<file path="src/rtl/sbfd_pkg.sv">
package sbfd_pkg;

  // Bin store geometry.
  localparam int NUM_BINS = 1024;
  localparam int ADDR_W   = $clog2(NUM_BINS);
  localparam int CLR_W    = ADDR_W + 1;

  // Field widths.
  localparam int BIN_W      = 10;
  localparam int MAG_W      = 24;
  localparam int SUM_W      = 32;
  localparam int GAIN_W     = 17;
  localparam int LEAK_W     = 16;
  localparam int CNT_W      = 16;
  localparam int DUCK_W     = 8;
  localparam int HB_W       = 11;
  localparam int PROD_W     = SUM_W + LEAK_W;
  localparam int CFG_DATA_W = 32;
  localparam int CFG_ADDR_W = 3;

  // Output queue.
  localparam int OUT_FIFO_DEPTH = 4;
  localparam int FIFO_PTR_W     = $clog2(OUT_FIFO_DEPTH);
  localparam int FIFO_CNT_W     = FIFO_PTR_W + 1;
  localparam int FILL_W         = FIFO_CNT_W + 1;

  localparam logic [GAIN_W-1:0] UNITY    = GAIN_W'(65536);
  localparam logic [DUCK_W-1:0] DUCK_MAX = '1;

  typedef enum logic [2:0] {
    DIR_IDLE = 3'b001,
    DIR_UP   = 3'b010,
    DIR_DOWN = 3'b100
  } ramp_dir_t;

  typedef enum logic [CFG_ADDR_W-1:0] {
    CFG_THRESHOLD    = 3'd0,
    CFG_LEAK_FACTOR  = 3'd1,
    CFG_RAMP_STEP    = 3'd2,
    CFG_HOLD_FRAMES  = 3'd3,
    CFG_WAIT_GO      = 3'd4,
    CFG_TRIP_LIMIT   = 3'd5,
    CFG_BLOCK_FRAMES = 3'd6,
    CFG_HIGHEST_BIN  = 3'd7
  } cfg_reg_t;

  typedef struct packed {
    logic [BIN_W-1:0] bin_index;
    logic [MAG_W-1:0] magnitude;
  } in_item_t;

  typedef struct packed {
    logic [BIN_W-1:0]  out_bin;
    logic [GAIN_W-1:0] gain;
  } out_item_t;

  typedef struct packed {
    logic [SUM_W-1:0]  threshold;
    logic [LEAK_W-1:0] leak_factor;
    logic [GAIN_W-1:0] ramp_step;
    logic [CNT_W-1:0]  hold_frames;
    logic [CNT_W-1:0]  wait_go_frames;
    logic [DUCK_W-1:0] trip_limit;
    logic [CNT_W-1:0]  block_frames;
    logic [HB_W-1:0]   highest_bin;
  } cfg_t;

  typedef struct packed {
    logic [SUM_W-1:0]  sum;
    logic [GAIN_W-1:0] gain;
    ramp_dir_t         dir;
    logic [CNT_W-1:0]  hold_left;
    logic [CNT_W-1:0]  wait_left;
    logic [DUCK_W-1:0] duck_count;
    logic [CNT_W-1:0]  block_left;
  } bin_state_t;

  localparam cfg_t CFG_RESET = '{
    threshold:      32'hFFFF_FFFF,
    leak_factor:    16'd58982,
    ramp_step:      17'd6554,
    hold_frames:    16'd10,
    wait_go_frames: 16'd0,
    trip_limit:     8'd4,
    block_frames:   16'd100,
    highest_bin:    11'd1024
  };

  localparam bin_state_t STATE_RESET = '{
    sum:        '0,
    gain:       UNITY,
    dir:        DIR_IDLE,
    hold_left:  '0,
    wait_left:  '0,
    duck_count: '0,
    block_left: '0
  };

endpackage

</file>
<file path="src/rtl/sbfd_update.sv">
module sbfd_update (
  input  sbfd_pkg::cfg_t                cfg,
  input  logic                          run,
  input  logic [sbfd_pkg::PROD_W-1:0]   prod,
  input  logic [sbfd_pkg::MAG_W-1:0]    magnitude,
  input  sbfd_pkg::bin_state_t          cur,
  output sbfd_pkg::bin_state_t          nxt
);

  logic [sbfd_pkg::SUM_W:0]    sum_wide;
  logic [sbfd_pkg::SUM_W-1:0]  sum_new;
  logic [sbfd_pkg::GAIN_W-1:0] step;
  logic [sbfd_pkg::GAIN_W:0]   rise;

  // Leaked sum plus the new magnitude, clipped to the sum width.
  assign sum_wide = {1'b0, prod[sbfd_pkg::PROD_W-1:sbfd_pkg::LEAK_W]}
                  + (sbfd_pkg::SUM_W + 1)'(magnitude);
  assign sum_new  = sum_wide[sbfd_pkg::SUM_W] ? '1 : sum_wide[sbfd_pkg::SUM_W-1:0];

  assign step = (cfg.ramp_step == '0) ? sbfd_pkg::GAIN_W'(1) : cfg.ramp_step;
  assign rise = {1'b0, cur.gain} + {1'b0, step};

  always_comb begin
    nxt     = cur;
    nxt.sum = sum_new;
    if (run) begin
      if (cur.block_left != '0) begin
        nxt.block_left = cur.block_left - 1'b1;
      end else if (cur.hold_left != '0) begin
        nxt.hold_left = cur.hold_left - 1'b1;
      end else begin
        case (cur.dir)
          sbfd_pkg::DIR_IDLE: begin
            if (cur.gain == '0) begin
              nxt.dir = sbfd_pkg::DIR_UP;
            end else if (sum_new > cfg.threshold) begin
              if (cur.wait_left == '0) begin
                nxt.dir = sbfd_pkg::DIR_DOWN;
                if (cur.duck_count != sbfd_pkg::DUCK_MAX) begin
                  nxt.duck_count = cur.duck_count + 1'b1;
                end
              end else begin
                nxt.wait_left = cur.wait_left - 1'b1;
              end
            end
          end
          sbfd_pkg::DIR_DOWN: begin
            if (step > cur.gain) begin
              nxt.gain      = '0;
              nxt.dir       = sbfd_pkg::DIR_IDLE;
              nxt.hold_left = cfg.hold_frames;
              if (cur.duck_count >= cfg.trip_limit) begin
                nxt.block_left = cfg.block_frames;
                nxt.duck_count = '0;
              end
            end else begin
              nxt.gain = cur.gain - step;
            end
          end
          sbfd_pkg::DIR_UP: begin
            if (rise > {1'b0, sbfd_pkg::UNITY}) begin
              nxt.gain      = sbfd_pkg::UNITY;
              nxt.dir       = sbfd_pkg::DIR_IDLE;
              nxt.wait_left = cfg.wait_go_frames;
            end else begin
              nxt.gain = rise[sbfd_pkg::GAIN_W-1:0];
            end
          end
          default: begin
            nxt.dir = cur.dir;
          end
        endcase
      end
    end
  end

endmodule

</file>
<file path="config.mk">
export PLATFORM = sky130hd
export DESIGN_NAME = sbfd_update
export DESIGN_NICKNAME = d
export VERILOG_FILES = /design/src/rtl/sbfd_pkg.sv /design/src/rtl/sbfd_update.sv
export SDC_FILE = /design/constraint.sdc
export NUM_CORES = 1
export LEC_CHECK = 0
export BUFFER_PORTS_ARGS = -buffer_cell sky130_fd_sc_hd__buf_2
export CORE_MARGIN = 2
export CORE_UTILIZATION = 25
export DETAILED_ROUTE_END_ITERATION = 8
export GPL_TIMING_DRIVEN = 1
export PLACE_DENSITY_LB_ADDON = 0.05
export SETUP_SLACK_MARGIN = 0.5
export SLEW_MARGIN = 15
export SYNTH_ARGS = -nofsm -noshare
export SYNTH_HDL_FRONTEND = slang
export SYNTH_SLANG_ARGS = --single-unit
</file>
<file path="constraint.sdc">
create_clock -name vclk -period 6.7
set_input_delay 0.67 -clock vclk [all_inputs]
set_output_delay 0.67 -clock vclk [all_outputs]
set_load 0.005 [all_outputs]
</file>
Word level (Yosys, flattened, before mapping)
Index checks and enable logic that the tools add are counted.
{"block": "classes", "n_lt_le_gt_ge": 4, "muxes": 29, "n_addsub": 7, "n_eq_ne": 4, "reduce_logical": 5}
{"cell": "$mux 16", "n": 6}
{"cell": "$mux 24", "n": 4}
{"cell": "$mux 76", "n": 1}
{"cell": "$mux 60", "n": 1}
{"cell": "$mux 17", "n": 3}
{"cell": "$sub 16x1->16 const B", "n": 3}
{"cell": "$mux 40", "n": 1}
{"cell": "$logic_not 17->1", "n": 2}
{"cell": "$pmux 17 s2", "n": 1}
{"cell": "$add 32x24->33", "n": 1}
{"cell": "$gt 32x32->1", "n": 1}
{"cell": "$mux 32", "n": 1}
{"cell": "$pmux 16 s2", "n": 1}
{"cell": "$reduce_bool 16->1", "n": 2}
{"cell": "$mux 20", "n": 1}
{"cell": "$mux 19", "n": 1}
{"cell": "$add 17x17->18", "n": 1}
{"cell": "$gt 18x17->1 const B", "n": 1}
{"cell": "$gt 17x17->1", "n": 1}
{"cell": "$sub 17x17->17", "n": 1}
{"cell": "$logic_not 16->1", "n": 1}
{"cell": "$mux 8", "n": 2}
{"cell": "$pmux 8 s2", "n": 1}
{"cell": "$mux 3", "n": 4}
{"cell": "other kinds (7)", "n": 7}
{"block": "word_totals", "output_inout_bits": 108, "word_cells": 49, "input_bits": 313, "ff_bits": 0}

Longest topological paths before layout
Gate-level depths: netlist of run 1.
{"block": "logic_depth", "depth_word": 9, "mapped_depth": 25, "depth_no_buf": 23}

Worst setup path after synthesis of run 1
Ideal clock, no wire load.
{"block": "synth_timing", "kind": "input to output", "startpoint": "input port prod[16] (netlist name)", "endpoint": "output port nxt[29] (netlist name)", "cell_stages": 25, "n_path_buf": 3, "required_ns": 6.030, "arrival_ns": 5.585, "setup_slack_ns": 0.445, "path_cell_list": "ha_1 -> fa_1 -> a21oi_1 -> nor2_1 -> o311ai_1 -> a21oi_1 -> nor3_1 -> o41ai_1 -> nand2_1 -> or3_1 -> clkbuf_1 -> buf_1 -> nand2_1 -> ha_1 -> nand4_1 -> or3_1 -> a21oi_1 -> o41ai_1 -> a21oi_1 -> o21ai_1 -> clkbuf_1 -> nor4_1 -> mux2i_1 -> nor2_1 -> a221o_1"}
{"item": "start: declaration", "line": "sbfd_update.sv:4", "text": "input logic [sbfd_pkg::PROD_W-1:0] prod,"}
{"item": "end: declaration", "line": "sbfd_update.sv:7", "text": "output sbfd_pkg::bin_state_t nxt"}

==> results of run 1 <==
[path summary, 6_finish.rpt]
check / from / endpoint / slack, ps / cells after the start
worst max-delay path: prod[25] / nxt[27] / 570 / 28
worst min-delay path: cfg[35] / nxt[24] / 1640 / 3
[report_power, final]
part	total [mW]	leakage, nW	switching (mW)	internal [mW]
Sequential	0	0	0	0
Combinational	0.841	5.12	0.470	0.371
Clock	0.0000000799	0.0000254	0	0.0000000799
[metrics by stage]
step / worst slack [ps] / TNS (ps) / hold slack [ps]
finish: 571 / 0 / 1640
global route: 274 / 0 / 1650
CTS: 461 / 0 / 1640
detailed placement: -65.6 / -123 / 1630
global placement: -79.1 / -102 / 1640
floorplan: 559 / 0 / 1400
[routing by layer]
layer	vias to the layer above	share of wire (%)	track usage [%]	wire length, um
met2	320	49	40.6	17700
li1	5060	-	-	-
met1	4593	42	27.5	15100
met4	6	2.4	4.55	843
met3	50	6.0	3.54	2160
met5	-	0.095	0	34
[cell usage in the layout (no fill, tap or decap), types with 12 or more instances in the layout]
cell	netlist	routed
xnor2_1	20	20
nand2_1	129	120
inv_1	107	107
buf_2	5	343
o21ai_0	35	24
a221o_1	14	14
nor2_1	101	91
nor2b_1	14	13
nor3_1	30	27
nand4_1	13	13
buf_4	1	55
ha_1	102	95
nor4_1	25	18
nand3_1	33	30
o21ai_1	34	37
a21oi_1	125	115
nand2b_1	13	12
o31ai_1	18	16
buf_6	0	17
a21o_1	26	26
or3_1	19	17
a31oi_1	20	20
xor2_1	16	16
o21a_1	16	15
o22ai_1	12	12
[synth_stat cells (19+ instances only)]
| library cell | count |
|---|---|
| nor3_1 | 30 |
| nand3_1 | 33 |
| a31oi_1 | 20 |
| o21ai_0 | 35 |
| a21o_1 | 26 |
| nand2_1 | 129 |
| clkbuf_1 | 52 |
| ha_1 | 102 |
| or3_1 | 19 |
| xnor2_1 | 20 |
| a21oi_1 | 125 |
| inv_1 | 107 |
| nor2_1 | 101 |
| nor4_1 | 25 |
| o21ai_1 | 34 |
[cell type report]
| type | instances | area [um2] |
|---|---|---|
| inverters | 111 | 417 |
| multi-input cells | 996 | 7200 |
| diodes | 4 | 10.0 |
| repair buffers | 420 | 2430 |
| fillers | 3278 | 18200 |
| well taps | 384 | 480 |
[logic make-up (layout without fill, tap and decap cells)]
family | count (synthesis) | in the layout
xor+xnor | 36 | 36
compound gates | 405 | 405
mux | 14 | 14
other cells | 0 | 4
buf+inv | 172 | 531
simple gates | 435 | 436
fa+ha+maj | 105 | 105
[worst max-delay path, delay by kind of cell]
| family | cells | cell delay [ps] |
|---|---|---|
| and+or+nand+nor | 11 | 1790 |
| AOI/OAI and AO/OA | 7 | 1180 |
| buffers and inverters | 8 | 1260 |
| adders and majority gates | 2 | 570 |
[what timing repair did]
item,in CTS,in global routing
setup endpoints to repair,27,38
pin swaps,30,43
cloned,2,0
setup buffers,7,7
resized for setup,56,90
==> reports/metrics.yaml, run 1 <==
required_ps: 6030
ys_types: 82
grt.overflow.total: 0
drt-wirelength-per-cell_um: 18.7
core_area_mm2: 0.0287
grt_util_all_layers_pct: 22.3
cp_max_fo: 6
seq_area_um2: 0
cp.arrival_ps: 5460
yosys.area.top_type: "ha_1"
drc: 0
synth_top_family_by_area: "compound AO/OA/AOI/OAI gates"
critPathMaxStageDelay_ps: 370
place.gp.congestion: 0.907
placementRows: 62
nets: 1947
synth_top_area_share_pct: 17.6
synthTopCellsByArea: "ha_1 18%, a21oi_1 8.6%, nand2_1 6.7%"
maxSlewHeadroom_pct: 28.9
io_pins: 421
startpoint_type: "primary input"
drive_above_1_share_pct: 35.0
synthMuxAreaShare_pct: 2.01
synth_xor_area_share_pct: 4.34
status: "finished, final reports clean"
syn_area_mm2: 0.00727
drv_cap: 0
die_area_mm2: 0.0305
crit_type: "primary input to output port"
grt_max_degree: 23
ys.warnings.count: 0
ant_nets: 0
min_path_type: "primary input to output port"
synthSimpleGateAreaFrac_pct: 29.6
synth.avg_cell_area_um2: 6.23
synth_fa_ha_area_share_pct: 18.4
layoutNonFillerInstCount: 1915
die_width_um: 175
firstDrtPassIters: 5
placed_cells: 1894
fin_crit_sh_pct: 91.5
synth_nets: 1585
synth_seq_area_share_pct: 0
dpl_cell_area_mm2: 0.00970
min_period_ps: 6130
synthToLayoutAreaGrowth_pct: 45.0
tightest_slew_ps: 1060
grt_pass1_vias: 10019
holdBufCountCts: 0
final_util_pct: 36.7
grt_pass1_wl_um: 54900
setup_viol: 0
rsz0062_at_grt: "true"
start_util_pct: 25.3
critPathSlowestCell: "or3_4"
seq_cell_count: 0
cp-end-kind: "output port"
fmax_mhz: 163
hold_violations: 0
postLayoutCellArea_mm2: 0.0105
ir_drop_mv: 0.0406
nClkBuffers: 0
die-height_um: 175
finalPower_uw: 841
antenna_found_initial: 7
powerDensity_mw_per_mm2: 79.8
first_iter_violations: 662
p_leak_nw: 5.12
vias: 10029
portBuffers: 346
synth-compound-area-share_pct: 36.6
viasPerCell: 5.24
crit_path_frequent_cell: "buf_4"
post-dp-hpwl_um: 30200
drv_slew: 0
syn_inst: 1167
drt_wl_total_um: 35800
(Power assumes the default switching activity.)
==> run 2, diff against run 1 <==
==> constraint.sdc (replaced) <==
create_clock -name vclk -period 6.7
set_input_delay 1.675 -clock vclk [all_inputs]
set_output_delay 1.675 -clock vclk [all_outputs]
set_load 0.005 [all_outputs]
==> reports/metrics.yaml, run 2 (synthesis results as in run 1) <==
status: "finished with violations"  # was finished, final reports clean
failed_checks: "setup timing"
die_width_um: 175  # unchanged
drt-wirelength-per-cell_um: 16.6  # was 18.7 um
drive_above_1_share_pct: 49.3  # was 35.0%
setup_tns_ps: -45940  # was 0 ps
die_area_mm2: 0.0305  # unchanged
grt.overflow.total: 0  # unchanged
fin_crit_sh_pct: 120  # was 91.5%
setup_viol: 75  # was 0
die-height_um: 175  # unchanged
top_usage_layer: "met2"  # unchanged
rsz0062_at_grt: "true"  # unchanged
powerDensity_mw_per_mm2: 81.5  # was 79.8 mW/mm2
pwr-share-clk_pct: 0  # about the same
seq_cell_count: 0  # unchanged
min_period_ps: 8020  # was 6130 ps
start_util_pct: 25.3  # unchanged
cp-end-kind: "output port"  # unchanged
p_sw_uw: 536  # was 470 uW
globalRouteMet2Util_pct: 40.2  # was 40.6%
whs_path_depth: 4  # was 3
seq_area_um2: 0  # unchanged
tightest_slew_ps: 851  # was 1060 ps
cp_max_fo: 5  # was 6
critPathSlowestCell: "or3_4"  # unchanged
grt_util_all_layers_pct: 22.3  # about the same
swShare_pct: 49.1  # was 55.9%
required_ps: 5030  # was 6030 ps
grt_max_degree: 23  # unchanged
firstDrtPassIters: 5  # unchanged
hold_violations: 0  # unchanged
met1_usage_pct: 29.1  # was 27.5%
portBuffers: 346  # unchanged
nets: 2202  # was 1947
crit_start: "prod[16]"  # was prod[25]
core_area_mm2: 0.0287  # unchanged
grt_pass1_vias: 10925  # was 10019
antenna_found_initial: 3  # was 7
synthToLayoutAreaGrowth_pct: 84.0  # was 45.0%
io_pins: 421  # unchanged
cp-endpoint: "nxt[32]"  # was nxt[27]
drv_slew: 0  # unchanged
maxSlewHeadroom_pct: 42.8  # was 28.9%
p_leak_nw: 6.55  # was 5.12 nW
viasPerCell: 5.09  # was 5.24
drt_wl_total_um: 36000  # was 35800 um
crit_path_frequent_cell: "buf_6"  # was buf_4
drv_cap: 0  # unchanged
place.gp.congestion: 0.886  # was 0.907
nClkBuffers: 0  # unchanged
mostFrequentLayoutCell: "buf_2"  # unchanged
vias: 11039  # was 10029
startpoint_type: "primary input"  # unchanged
drc: 0  # unchanged
min_path_type: "primary input to output port"  # unchanged
comb_power_share_pct: 100.0  # about the same
grt_pass1_wl_um: 55900  # was 54900 um
pwr-share-seq_pct: 0  # about the same
first_iter_violations: 524  # was 662
ant_nets: 0  # unchanged
layoutNonFillerInstCount: 2168  # was 1915
ir_drop_mv: 0.0397  # was 0.0406 mV
cp.arrival_ps: 6340  # was 5460 ps
fmax_mhz: 125  # was 163 MHz
intPower_uw: 555  # was 371 uW
place_ws_ps: -1890  # was -65.6 ps
placementRows: 62  # unchanged
critPathMaxStageDelay_ps: 380  # was 370 ps
crit_type: "primary input to output port"  # unchanged
post-dp-hpwl_um: 30000  # was 30200 um
fin_ws_ps: -1320  # was 571 ps
layout_common_cells: "334 x buf_2, 280 x buf_4, 115 x nand2_1"  # was 343 x buf_2, 120 x nand2_1, 115 x a21oi_1
placed_cells: 2119  # was 1894
met3_usage_pct: 1.57  # was 3.54%
[run 2: changes by cell type in the layout (fill, tap and decap cells not counted), moves of 9 or more]
cell     before  now
buf_6        17   49
buf_4        55  280
o21ai_2       7   18
a21oi_2      10   29
o21ai_1      37   25
o22ai_1      12    2
o22ai_2       0    9
a21oi_1     115   92
ha_1         95   86
ha_4          7   16
buf_2       343  334
[run 2: timing repair]
item	4_1_cts	5_1_grt
setup buffers	33	12
pin swaps	90	62
cloned	2	0
setup endpoints to repair	78	78
hold buffers	0	0
resized for setup	186	64
[run 2: per-stage QoR]
stage / power, mW / hold WS, ps / util [%] / cell area, um2
2_1_floorplan: 0.475 / 3410 / - / 7670
3_5_place_dp: 0.953 / 3640 / 41.1 / 11800
6_report: 1.09 / 3640 / 46.6 / 13400
3_3_place_gp: 0.952 / 3630 / 41.1 / 11800
4_1_cts: 1.05 / 3640 / 45.2 / 13000
5_1_grt: 1.19 / 3660 / 46.6 / 13400
[run 2: worst min path at each step]
stage | startpoint | to | slack, ps
6_report | cfg[39] | nxt[28] | 3640
5_1_grt | cfg[47] | nxt[36] | 3660
4_1_cts | cfg[39] | nxt[28] | 3640
3_5_place_dp | cfg[49] | nxt[38] | 3640
3_3_place_gp | cfg[39] | nxt[28] | 3630
2_1_floorplan | cur[55] | nxt[55] | 3410
[run 2: area by class of cell]
type | count | area [um2]
antenna | 2 | 5.00
inverter | 111 | 417
multi-input combinational | 995 | 7890
tap | 384 | 480
timing repair buffer | 676 | 4590
fill | 3051 | 15300
[run 2: worst max-delay path: cells and delay by family]
| kind | cells | cell delay (ps) |
|---|---|---|
| AND/OR/NAND/NOR | 11 | 1540 |
| buffers and inverters | 9 | 1150 |
| AO/OA/AOI/OAI | 6 | 1050 |
| adder cells (fa/ha/maj) | 3 | 790 |
| multiplexers | 1 | 140 |
[run 2: power groups by stage]
stage	Combinational [mW]	Sequential [mW]	Clock [mW]
2_1_floorplan	0.475	0	0
3_3_place_gp	0.952	0	0
3_5_place_dp	0.953	0	0
4_1_cts	1.05	0	0
5_1_grt	1.19	0	0.0000000399
6_report	1.09	0	0.0000000400
[run 2: routing by layer]
layer / vias to the layer above / share of wire, %
li1: 5548 / -
met4: 0 / 2.2
met1: 5163 / 45
met3: 40 / 3.8
met5: - / 0
met2: 288 / 49
