==> src/rtl/sbfd_pkg.sv <==
package sbfd_pkg;

  // Bin store geometry.
  localparam int NUM_BINS = 1024;
  localparam int ADDR_W   = $clog2(NUM_BINS);
  localparam int CLR_W    = ADDR_W + 1;

  // Field widths.
  localparam int BIN_W      = 10;
  localparam int MAG_W      = 24;
  localparam int SUM_W      = 32;
  localparam int GAIN_W     = 17;
  localparam int LEAK_W     = 16;
  localparam int CNT_W      = 16;
  localparam int DUCK_W     = 8;
  localparam int HB_W       = 11;
  localparam int PROD_W     = SUM_W + LEAK_W;
  localparam int CFG_DATA_W = 32;
  localparam int CFG_ADDR_W = 3;

  // Output queue.
  localparam int OUT_FIFO_DEPTH = 4;
  localparam int FIFO_PTR_W     = $clog2(OUT_FIFO_DEPTH);
  localparam int FIFO_CNT_W     = FIFO_PTR_W + 1;
  localparam int FILL_W         = FIFO_CNT_W + 1;

  localparam logic [GAIN_W-1:0] UNITY    = GAIN_W'(65536);
  localparam logic [DUCK_W-1:0] DUCK_MAX = '1;

  typedef enum logic [2:0] {
    DIR_IDLE = 3'b001,
    DIR_UP   = 3'b010,
    DIR_DOWN = 3'b100
  } ramp_dir_t;

  typedef enum logic [CFG_ADDR_W-1:0] {
    CFG_THRESHOLD    = 3'd0,
    CFG_LEAK_FACTOR  = 3'd1,
    CFG_RAMP_STEP    = 3'd2,
    CFG_HOLD_FRAMES  = 3'd3,
    CFG_WAIT_GO      = 3'd4,
    CFG_TRIP_LIMIT   = 3'd5,
    CFG_BLOCK_FRAMES = 3'd6,
    CFG_HIGHEST_BIN  = 3'd7
  } cfg_reg_t;

  typedef struct packed {
    logic [BIN_W-1:0] bin_index;
    logic [MAG_W-1:0] magnitude;
  } in_item_t;

  typedef struct packed {
    logic [BIN_W-1:0]  out_bin;
    logic [GAIN_W-1:0] gain;
  } out_item_t;

  typedef struct packed {
    logic [SUM_W-1:0]  threshold;
    logic [LEAK_W-1:0] leak_factor;
    logic [GAIN_W-1:0] ramp_step;
    logic [CNT_W-1:0]  hold_frames;
    logic [CNT_W-1:0]  wait_go_frames;
    logic [DUCK_W-1:0] trip_limit;
    logic [CNT_W-1:0]  block_frames;
    logic [HB_W-1:0]   highest_bin;
  } cfg_t;

  typedef struct packed {
    logic [SUM_W-1:0]  sum;
    logic [GAIN_W-1:0] gain;
    ramp_dir_t         dir;
    logic [CNT_W-1:0]  hold_left;
    logic [CNT_W-1:0]  wait_left;
    logic [DUCK_W-1:0] duck_count;
    logic [CNT_W-1:0]  block_left;
  } bin_state_t;

  localparam cfg_t CFG_RESET = '{
    threshold:      32'hFFFF_FFFF,
    leak_factor:    16'd58982,
    ramp_step:      17'd6554,
    hold_frames:    16'd10,
    wait_go_frames: 16'd0,
    trip_limit:     8'd4,
    block_frames:   16'd100,
    highest_bin:    11'd1024
  };

  localparam bin_state_t STATE_RESET = '{
    sum:        '0,
    gain:       UNITY,
    dir:        DIR_IDLE,
    hold_left:  '0,
    wait_left:  '0,
    duck_count: '0,
    block_left: '0
  };

endpackage

==> src/rtl/sbfd_out_fifo.sv <==
module sbfd_out_fifo (
  input  logic                           clk,
  input  logic                           rst,
  input  logic                           push,
  input  sbfd_pkg::out_item_t            push_data,
  output logic                           out_valid,
  input  logic                           out_ready,
  output sbfd_pkg::out_item_t            out_data,
  output logic [sbfd_pkg::FIFO_CNT_W-1:0] count
);

  sbfd_pkg::out_item_t entries [sbfd_pkg::OUT_FIFO_DEPTH];
  logic [sbfd_pkg::FIFO_PTR_W-1:0] wr_ptr;
  logic [sbfd_pkg::FIFO_PTR_W-1:0] rd_ptr;
  logic                            pop;

  assign out_valid = (count != '0);
  assign out_data  = entries[rd_ptr];
  assign pop       = out_valid && out_ready;

  always_ff @(posedge clk) begin
    if (push) begin
      entries[wr_ptr] <= push_data;
    end
  end

  always_ff @(posedge clk) begin
    if (rst) begin
      wr_ptr <= '0;
      rd_ptr <= '0;
      count  <= '0;
    end else begin
      if (push) begin
        wr_ptr <= wr_ptr + 1'b1;
      end
      if (pop) begin
        rd_ptr <= rd_ptr + 1'b1;
      end
      case ({push, pop})
        2'b10:   count <= count + 1'b1;
        2'b01:   count <= count - 1'b1;
        default: count <= count;
      endcase
    end
  end

endmodule

==> config.mk <==
export PLATFORM = sky130hd
export DESIGN_NAME = sbfd_out_fifo
export DESIGN_NICKNAME = d
export VERILOG_FILES = /design/src/rtl/sbfd_pkg.sv /design/src/rtl/sbfd_out_fifo.sv
export SDC_FILE = /design/constraint.sdc
export NUM_CORES = 1
export LEC_CHECK = 0
export ABC_CLOCK_PERIOD_IN_PS = 2000
export BUFFER_PORTS_ARGS = -buffer_cell sky130_fd_sc_hd__buf_4
export CAP_MARGIN = 20
export CORE_MARGIN = 1.5
export CORE_UTILIZATION = 55
export DETAILED_ROUTE_END_ITERATION = 12
export PLACE_DENSITY = 0.86
export SYNTH_ARGS = -nofsm -noshare
export SYNTH_HDL_FRONTEND = slang
export SYNTH_SLANG_ARGS = --single-unit
==> constraint.sdc <==
create_clock -name clk -period 2 [get_ports clk]
set_input_delay 0.4 -clock clk [delete_from_list [all_inputs] [get_ports clk]]
set_output_delay 0.4 -clock clk [all_outputs]
set_load 0.005 [all_outputs]
Word level (Yosys, flattened, before mapping)
Memory sizes are Yosys's and may differ from the RTL's. A register that Yosys moved wholly into a read port is not among the register bits.
Cells that the tools add are included.
{"block": "word_totals", "reg_bits": 7, "mem_bits_rw": 108, "input_bits": 31, "out_inout_bits": 31, "word_cells": 18, "mem_count": 1}
{"name": "entries", "words": 4, "width": 27, "read_ports": 1, "rd_ports_with_merged_regs": 1, "write_ports": 1, "line_no": "sbfd_out_fifo.sv:12", "source": "sbfd_pkg::out_item_t entries [sbfd_pkg::OUT_FIFO_DEPTH];"}
{"block": "op_classes", "addsub": 4, "n_eq_ne": 2, "n_mux": 5, "reduce_logical": 3}
{"cell": "$pmux 3 s2", "count": 1}
{"cell": "$add 2x1->2 const B", "count": 2}
{"cell": "$mux 2", "count": 2}
{"cell": "$add 3x1->3 const B", "count": 1}
{"cell": "$reduce_bool 3->1", "count": 1}
{"cell": "$sub 3x1->3 const B", "count": 1}
{"cell": "$eq 2x1->1 const B", "count": 1}
{"cell": "$eq 2x2->1 const B", "count": 1}
{"cell": "$mux 1", "count": 2}
{"cell": "$reduce_bool 2->1", "count": 1}
{"cell": "$logic_and 1x1->1", "count": 1}

Depth between registers and ports, before layout
Gate-level depths: netlist of run 1.
{"block": "logic_depth", "depth_word": 4, "ltp_mapped": 7, "mapped_depth_nobuf": 7}

Worst setup path before layout of run 1
No wires, ideal clock.
{"block": "synth_timing", "path_kind": "reg-to-reg", "from": "register count[0] (netlist name)", "to": "register count[2] (netlist name)", "setup_ps": 70, "arrival_time_ps": 1733, "required_ps": 1930, "setup_slack_ps": 197, "path_stages_with_launch": 8, "path_buffers": 0, "period_less_slack_ps": 1803, "cell_sequence": "dfxtp_1 -> o31a_1 -> ha_1 -> inv_1 -> fa_1 -> xor2_1 -> or3_1 -> a21oi_1"}
{"block": "synth_via", "elab_chain_cells": 4, "elab_cells_between_ends": 8, "classes_between": "2 x add/sub; 2 x eq/ne; 1 x mux; 3 x reduce/logical"}
{"element": "start: declaration", "line_no": "sbfd_out_fifo.sv:9", "source": "output logic [sbfd_pkg::FIFO_CNT_W-1:0] count"}
{"element": "start signal: assignment", "line_no": "sbfd_out_fifo.sv:40", "source": "2'b10: count <= count + 1'b1;"}
{"element": "start signal: assignment", "line_no": "sbfd_out_fifo.sv:41", "source": "2'b01: count <= count - 1'b1;"}
{"element": "start signal: assignment", "line_no": "sbfd_out_fifo.sv:42", "source": "default: count <= count;"}
{"element": "$reduce_bool 3->1 (*)", "line_no": "sbfd_out_fifo.sv:17", "source": "assign out_valid = (count != '0);"}
{"element": "$logic_and 1x1->1 (*)", "line_no": "sbfd_out_fifo.sv:19", "source": "assign pop = out_valid && out_ready;"}
{"element": "net pop", "line_no": "sbfd_out_fifo.sv:15", "source": "logic pop;"}
{"element": "$eq 2x1->1 or $eq 2x2->1 (tied branches)", "line_no": "sbfd_out_fifo.sv:39", "source": "case ({push, pop})"}
{"element": "$pmux 3 s2 or $reduce_bool 2->1 (tied branches)"}
Mark *: on every way through the listed nets, which the timed path passes. The rest lies on a longest branch.
A chain may end at the register's enable or synchronous reset.

==> results.json, run 1 <==
{
  "fin_hold_ws_ns": 0.101,
  "tritoncts": "yes",
  "place_congestion": 0.672,
  "first_global_vias": 2210,
  "fmax_ghz": 0.461,
  "core_area_um2": 7730,
  "min_path_type": "input port to flip-flop",
  "synth_area_leaders": "edfxtp_1 74%, mux4_2 10%, mux4_1 4.2%",
  "post-route-period-util": 1.08,
  "antenna_cells": 0,
  "cts_hold_buf": 0,
  "postCtsSetupRepairBufs": 0,
  "synthCells": 188,
  "cts_buffer_depth": 2,
  "track_usage": 0.189,
  "yosysSeqAreaShare": 0.780,
  "drtIter0Drc": 119,
  "ant_nets": 0,
  "finalNonFillerCells": 386,
  "violations": "negative setup slack",
  "crit_fanout": 8,
  "final_util": 0.728,
  "drc_errors": 0,
  "grt_antenna_before_repair": 0,
  "synth_common_cells": "108 x edfxtp_1, 20 x mux4_2, 9 x dfxtp_1",
  "synth_area_per_cell_um2": 23.3,
  "vias": 2075,
  "vias_per_cell": 5.38,
  "slew_violations": 0,
  "nNetsFinal": 309,
  "min_period_ns": 2.17,
  "powerDensity_nw_per_um2": 1210,
  "yosysMostFrequentCell": "edfxtp_1",
  "synth.largest_area_cell": "edfxtp_1",
  "wl_per_cell_um": 18.8,
  "cts_root_buf": "clkbuf_8",
  "setup_viol": 27,
  "vdd_ir_drop_max_mv": 0.901,
  "tns_ns": -3.90,
  "die_x_um": 92.3,
  "grt_max_degree": 28,
  "grt_pass1_wl_mm": 11.3,
  "tightest_slew_ns": 0.704,
  "insertion_delay_ns": 0.50,
  "ys_warn_count": 0,
  "fin_skew_ns": 0.0106,
  "max_slew_margin": 0.531,
  "rsz0062_at_grt": "yes",
  "syn-cell-area_um2": 4390,
  "worstSetupEndpointType": "primary output",
  "num_io_pins": 62,
  "synth_nets": 225,
  "clkTransAtPathRegs_ns": 0.05,
  "cts_buffers": 17,
  "clkSinkCount": 117,
  "drt_pass1_iterations": 6,
  "yosysTopAreaCellShare": 0.739,
  "dp.cells": 353,
  "final_hold_viol_count": 0,
  "power_leakage_nw": 1.97,
  "start_util": 0.568,
  "hpwl_mm": 4.48,
  "drive_gt1_frac": 0.454,
  "async_flop_share": 0,
  "yosysUniqueCellTypes": 21,
  "path_class": "flip-flop to primary output",
  "htreeDepth": 4,
  "io_buffers": 61,
  "cap_violations": 0,
  "fillers": 484,
  "ys.flop_type": "edfxtp_1",
  "startpoint_type": "flip-flop",
  "power_mw": 6.80,
  "die_area_um2": 8520,
  "critPathArrivalTime_ns": 1.77,
  "wl_mm": 7.27,
  "syn2layout_area_growth_pct": 28.3,
  "synth_edf_count": 108,
  "outcome": "finished with violations",
  "rows": 32,
  "cp.required_ns": 1.60,
  "synth-seq-cells": 117,
  "grt_remaining_overflow": 0,
  "die_h_um": 92.3,
  "worst_slack_ns": -0.168
}
cells in the final DEF, fill, tap and decap left out:
master	netlist	final
fa_1	1	1
o21ai_0	1	1
xnor2_1	2	2
dfxtp_1	9	5
buf_6	1	27
clkinv_2	0	6
mux4_2	20	27
xor2_1	3	3
mux2i_1	1	1
a21oi_1	2	2
and2_1	4	4
clkbuf_8	0	1
o311ai_0	1	1
clkinv_1	0	5
buf_12	2	3
dfxtp_2	0	3
o31a_1	1	1
ha_1	5	5
nor2_1	8	8
buf_16	0	1
dfxtp_4	0	1
clkinvlp_4	0	3
or3_1	2	2
clkbuf_16	0	17
edfxtp_1	108	108
inv_1	6	6
buf_4	0	40
what timing repair did:
action / in CTS / in global routing
endpoints found under the setup margin: 27 / 28
resized for setup: 37 / 5
cloned: 1 / 1
metrics by stage:
stage          setup WS, ns  cell area (µm²)
6_report             -0.168             5630
3_3_place_gp          0.118             5000
5_1_grt              -0.232             5630
2_1_floorplan         0.197             4390
4_1_cts              -0.192             5590
3_5_place_dp         0.0246             5000
routing by layer:
metal,GRT usage,share of wire,vias to the layer above
li1,-,-,940
met1,0.242,0.44,1065
met2,0.302,0.51,61
met3,0.0665,0.038,9
met4,0.0654,0.0088,0
met5,0,0,-
cell families (layout without fill, tap and decap cells):
kind of cell,Yosys count,in the layout,share of synthesized area
AOI/OAI and AO/OA,5,5,0.00742
xor gates and xnor gates,5,5,0.00998
adders and majority gates,6,6,0.0188
buffers and inverters,13,109,0.0211
DFF,117,117,0.780
muxes,28,28,0.147
and+or+nand+nor,14,14,0.0154
sequential cells by signal, summed over array words and instances, names as in the netlist, named ones only:
| register | count |
|---|---|
| count | 3 |
| entries | 108 |
| rd_ptr | 2 |
| wr_ptr | 2 |
path summary, 6_finish.rpt:
path / startpoint / endpoint / slack, ns / cells after the start
worst max-delay path: flip-flop / out_data[25] / -0.17 / 3
worst min-delay path: push_data[26] / entries[0][26]$_DFFE_PP_ / 0.10 / 1
worst max register to register: count[0]$_SDFFE_PP0P_ / count[2]$_SDFFE_PP0P_ / 0.09 / 7
worst min register to register: count[2]$_SDFFE_PP0P_ / count[2]$_SDFFE_PP0P_ / 0.52 / 2
final cells by class:
cell class                 count  area (µm²)  area share
tap                          102         128      0.0227
inverter                       6        22.5     0.00400
sequential                   117        3430       0.610
clock inverter                14        71.3      0.0127
timing repair buffer          72         717       0.127
multi-input combinational     58         845       0.150
clock buffer                  17         414      0.0736
report_power, final:
group,total (mW),leakage [nW],switching [mW],internal (mW)
sequential,2.95,1.07,0.102,2.85
clock,2.41,0.236,0.942,1.47
combinational,1.45,0.666,0.537,0.910
total,6.80,1.97,1.58,5.22
worst max-delay path, cell delays in order, from the launching register on:
cell     delay, ns
dfxtp_4       0.43
buf_12        0.16
mux4_2        0.53
buf_6         0.14
No activity file was read; power rests on OpenSTA's default activity.
==> run 2, diff against run 1 <==
--- a/config.mk
+++ b/config.mk
@@ -12,6 +12,7 @@
 export CORE_UTILIZATION = 55
 export DETAILED_ROUTE_END_ITERATION = 12
 export PLACE_DENSITY = 0.86
+export RECOVER_POWER = 100
 export SYNTH_ARGS = -nofsm -noshare
 export SYNTH_HDL_FRONTEND = slang
 export SYNTH_SLANG_ARGS = --single-unit
==> results.json, run 2 (same netlist as run 1, synthesis figures left out) <==
{
  "outcome": "finished with violations",
  "violations": "negative setup slack",
  "critPathArrivalTime_ns": 1.77,
  "layout_common_cells": "108 x edfxtp_1, 28 x clkbuf_1, 27 x mux4_2, 27 x buf_6, 17 x clkbuf_16",
  "fin_skew_ns": 0.0112,
  "drtIter0Drc": 99,
  "io_buffers": 61,
  "tns_ns": -3.95,
  "grt_remaining_overflow": 0,
  "insertion_delay_ns": 0.50,
  "cts_root_buf": "clkbuf_8",
  "powerDensity_nw_per_um2": 1230,
  "regMostFlops": "entries",
  "rsz0062_at_grt": "yes",
  "num_io_pins": 62,
  "min_period_ns": 2.17,
  "layout_commonest_cell": "edfxtp_1",
  "switching_share": 0.233,
  "nNetsFinal": 309,
  "largest_reg_flops": 108,
  "tritoncts": "yes",
  "die_h_um": 92.3,
  "grt_antenna_before_repair": 0,
  "setup_viol": 27,
  "slowest_delay_ns": 0.53,
  "rows": 32,
  "path_class": "flip-flop to primary output",
  "final_hold_viol_count": 0,
  "track_usage": 0.189,
  "fmax_ghz": 0.461,
  "crit_chain": "buf_12, mux4_2, buf_6",
  "internal_power_mw": 5.19,
  "syn2layout_area_growth_pct": 25.6,
  "startpoint_type": "flip-flop",
  "grt_pass1_wl_mm": 11.3,
  "cpMaxStageDelayCell": "mux4_2",
  "vias_per_cell": 5.33,
  "antenna_cells": 0,
  "min_path_type": "input port to flip-flop",
  "core_area_um2": 7730,
  "start_util": 0.568,
  "p_switching_mw": 1.58,
  "cts_buffers": 17,
  "p_comb_frac": 0.210,
  "clkPwrFrac": 0.355,
  "clkTransAtPathRegs_ns": 0.05,
  "cts_buffer_depth": 2,
  "power_frac_seq": 0.435,
  "cp_num_buf_inv": 2,
  "htreeDepth": 4,
  "drt_pass1_iterations": 4,
  "cp.required_ns": 1.60,
  "worstSetupEndpointType": "primary output",
  "grt_max_degree": 28,
  "hpwl_mm": 4.48,
  "cap_violations": 0,
  "die_area_um2": 8520,
  "worst_slack_ns": -0.170,
  "vias": 2059,
  "max_slew_margin": 0.328,
  "die_x_um": 92.3,
  "clkSinkCount": 117,
  "power_leakage_nw": 1.86,
  "post-route-period-util": 1.08,
  "final_util": 0.713,
  "tightest_slew_ns": 1.01,
  "wl_mm": 7.24,
  "largestRegisters": "entries x108, count x3",
  "drc_errors": 0,
  "drive_gt1_frac": 0.345,
  "crit_fanout": 8,
  "place_congestion": 0.672,
  "slew_violations": 0,
  "ant_nets": 0,
  "first_global_vias": 2210,
  "crit_family": "multiplexers",
  "power_mw": 6.77,
  "fillers": 515,
  "vdd_ir_drop_max_mv": 0.884,
  "wl_per_cell_um": 18.7
}
## run 2: changes by cell type in the layout (fill, tap and decap cells not counted), sizes merged
cell and delta:
clkbuf +33, buf -33
## run 2: what timing repair did
action,in CTS,in global routing
resized for setup,37,5
pin swaps,0,0
endpoints found under the setup margin,27,28
gates cloned,1,1
setup buffers,0,0
hold buffers,0,0
## run 2: worst register-to-register path: cells and delay by family (launching register included)
family	cells	cell delay (ns)
AO/OA/AOI/OAI	2	0.36
XOR/XNOR	1	0.16
adder cells (fa/ha/maj)	2	0.58
buffers and inverters	1	0.06
flip-flops	1	0.42
AND/OR/NAND/NOR	1	0.30
## run 2: final cells by class
type                    instances  area, µm²  share of cell area
flip-flops and latches        117       3430               0.622
clock buffers                  17        414              0.0751
multi-input cells              58        845               0.153
repair buffers                 72        604               0.110
inverters                       6       22.5             0.00409
clock inverters                14       71.3              0.0129
well taps                     102        128              0.0232
## run 2: through the flow
step / instances / cell area, µm² / hold WS (ns) / setup WS, ns
after detailed placement: 353 / 5000 / 0.551 / 0.0246
after CTS: 385 / 5590 / 0.0747 / -0.192
final: 386 / 5510 / 0.118 / -0.170
after floorplan: 188 / 4390 / 0.485 / 0.197
after global placement: 353 / 5000 / 0.508 / 0.118
after global routing: 386 / 5510 / 0.102 / -0.232
## run 2: layer usage
layer | GRT usage | vias up | routed length (µm)
met4 | 0.0654 | 0 | 60
met5 | 0 | - | 0
li1 | - | 940 | -
met1 | 0.242 | 1055 | 3130
met3 | 0.0665 | 7 | 318
met2 | 0.302 | 57 | 3720
## run 2: path summary, 6_finish.rpt
| kind | from | to | slack [ns] | depth (start not counted) |
|---|---|---|---|---|
| worst min-delay path | rst | wr_ptr[0]$_SDFFE_PP0P_ | 0.12 | 2 |
| worst max-delay path | flip-flop | out_data[25] | -0.17 | 3 |
| worst min register to register | count[2]$_SDFFE_PP0P_ | count[2]$_SDFFE_PP0P_ | 0.56 | 2 |
| worst max register to register | count[0]$_SDFFE_PP0P_ | count[2]$_SDFFE_PP0P_ | 0.03 | 7 |
## run 2: power groups by stage
| stage | logic, mW | registers (mW) | clock network [mW] |
|---|---|---|---|
| after floorplan | 0.739 | 2.94 | 0 |
| final | 1.42 | 2.95 | 2.41 |
| after CTS | 1.43 | 2.94 | 2.45 |
| after global routing | 1.53 | 2.96 | 2.55 |
| after detailed placement | 1.22 | 2.96 | 0 |
| after global placement | 1.20 | 2.95 | 0 |
==> run 3, diff against run 2 <==
--- a/config.mk
+++ b/config.mk
@@ -9,9 +9,10 @@
 export BUFFER_PORTS_ARGS = -buffer_cell sky130_fd_sc_hd__buf_4
 export CAP_MARGIN = 20
 export CORE_MARGIN = 1.5
-export CORE_UTILIZATION = 55
+export CORE_UTILIZATION = 35
 export DETAILED_ROUTE_END_ITERATION = 12
-export PLACE_DENSITY = 0.86
+export GPL_ROUTABILITY_DRIVEN = 0
+export PLACE_DENSITY = 0.62
 export RECOVER_POWER = 100
 export SYNTH_ARGS = -nofsm -noshare
 export SYNTH_HDL_FRONTEND = slang
==> results.json, run 3 (same netlist as run 1, synthesis figures left out) <==
{
  "rows": 40,
  "post-place-ws_ns": 0.0244,
  "fillers": 1066,
  "worst_slack_ns": -0.0512,
  "drt_pass1_iterations": 4,
  "wl_per_cell_um": 17.3,
  "internal_power_mw": 5.35,
  "grt_use_met3": 0.0496,
  "largestRegisters": "entries x108, count x3",
  "start_util": 0.362,
  "drive_gt1_frac": 0.350,
  "core_area_um2": 12100,
  "p_switching_mw": 1.60,
  "wl_mm": 7.75,
  "rsz0062_at_grt": "yes",
  "antenna_cells": 0,
  "outcome": "finished with violations",
  "min_path_type": "input port to flip-flop",
  "drtIter0Drc": 95,
  "cp_num_buf_inv": 2,
  "vias_per_cell": 4.57,
  "grt_use_met2": 0.205,
  "drc_errors": 0,
  "clkTransAtPathRegs_ns": 0.05,
  "setup_viol": 17,
  "grt_antenna_before_repair": 0,
  "crit_chain": "buf_12, mux4_2, buf_6",
  "cpMaxStageDelayCell": "mux4_2",
  "startpoint_type": "flip-flop",
  "slew_violations": 0,
  "syn2layout_area_growth_pct": 27.2,
  "reg2reg_depth": 7,
  "num_io_pins": 62,
  "cp.depth": 3,
  "layout_common_cells": "108 x edfxtp_1, 35 x clkbuf_1, 27 x mux4_2, 27 x buf_6, 17 x clkbuf_16",
  "crit_family": "multiplexers",
  "violations": "negative setup slack",
  "cts_hold_buf": 0,
  "tightest_slew_ns": 0.860,
  "first_global_vias": 2178,
  "grt_pass1_wl_mm": 11.9,
  "cts_buffers": 17,
  "crit_fanout": 10,
  "max_slew_margin": 0.426,
  "regMostFlops": "entries",
  "largest_reg_flops": 108,
  "post-route-period-util": 1.03,
  "hpwl_mm": 4.38,
  "fin_skew_ns": 0.00510,
  "cts_root_buf": "clkbuf_16",
  "grt-busiest-layer": "met2",
  "grt_max_degree": 28,
  "power_leakage_nw": 1.85,
  "vdd_ir_drop_max_mv": 0.691,
  "final_hold_viol_count": 0,
  "tritoncts": "yes",
  "fmax_ghz": 0.488,
  "met1_usage": 0.160,
  "track_usage": 0.130,
  "vias": 2046,
  "grt_remaining_overflow": 0,
  "clkSinkCount": 117,
  "htreeDepth": 4,
  "ant_nets": 0,
  "die_area_um2": 13200,
  "fin_hold_ws_ns": 0.214,
  "p_comb_frac": 0.199,
  "min_period_ns": 2.05,
  "slowest_delay_ns": 0.55,
  "nNetsFinal": 304,
  "worstSetupEndpointType": "primary output",
  "insertion_delay_ns": 0.41,
  "hold-path-cell-count": 2,
  "cap_violations": 0,
  "clkPwrFrac": 0.378,
  "critPathArrivalTime_ns": 1.65,
  "powerDensity_nw_per_um2": 1250,
  "path_class": "flip-flop to primary output",
  "switching_share": 0.230,
  "die_x_um": 115,
  "die_h_um": 115,
  "cts_buffer_depth": 2,
  "cp.required_ns": 1.60,
  "layout_commonest_cell": "edfxtp_1",
  "power_frac_seq": 0.423,
  "io_buffers": 61
}
-- run 3: cell count changes in the layout (fill, tap and decap cells not counted), moves of 2 or more --
cell        previous run  this run
and2_0                 4         0
and2_2                 0         4
clkbuf_1              28        35
clkbuf_2               3         1
clkbuf_4               2         0
clkbuf_8               1         3
clkinv_1               5         1
clkinv_2               6         3
clkinvlp_4             3         1
dfxtp_1                8         5
dfxtp_2                0         3
-- run 3: metrics by stage --
step	instance area [µm²]	instances	setup TNS [ns]	total power, mW	utilization
floorplan	4390	188	0	3.68	-
global placement	5070	415	0	4.20	0.418
detailed placement	5070	415	0	4.23	0.418
CTS	5700	449	-1.68	7.09	0.471
global route	5580	448	-1.61	7.25	0.461
finish	5580	448	-0.295	6.95	0.461
-- run 3: layout make-up --
type / count / area, µm² / share of cell area
inverters: 6 / 22.5 / 0.00404
flip-flops and latches: 117 / 3430 / 0.615
well taps: 168 / 210 / 0.0377
multi-input cells: 58 / 850 / 0.152
clock inverters: 5 / 26.3 / 0.00471
repair buffers: 67 / 547 / 0.0980
clock buffers: 27 / 493 / 0.0884
-- run 3: final timing paths --
kind | startpoint | to | slack (ns)
worst max register to register | count[2]$_SDFFE_PP0P_ | count[2]$_SDFFE_PP0P_ | 0.01
worst min register to register | wr_ptr[1]$_SDFFE_PP0P_ | wr_ptr[1]$_SDFFE_PP0P_ | 0.55
worst max-delay path | flip-flop | out_data[26] | -0.05
worst min-delay path | rst | flip-flop | 0.21
-- run 3: layer usage --
metal  vias to the layer above  wire (µm)  share of wire
met1                      1033       3470           0.45
li1                        927          -              -
met5                         -          0              0
met3                        17        419          0.054
met4                         0        135          0.017
met2                        69       3730           0.48
-- run 3: timing repair --
item,CTS,global route
resized for setup,33,6
gates cloned,1,0
endpoints found under the hold margin,0,0
setup endpoints to repair,27,28
buffers inserted,1,0
-- run 3: power by group through the flow --
stage	clock network [mW]	logic, mW	registers [mW]
after floorplan	0	0.739	2.94
after global placement	0	1.25	2.96
after detailed placement	0	1.26	2.97
after CTS	2.68	1.48	2.93
after global routing	2.80	1.50	2.95
final	2.63	1.39	2.94
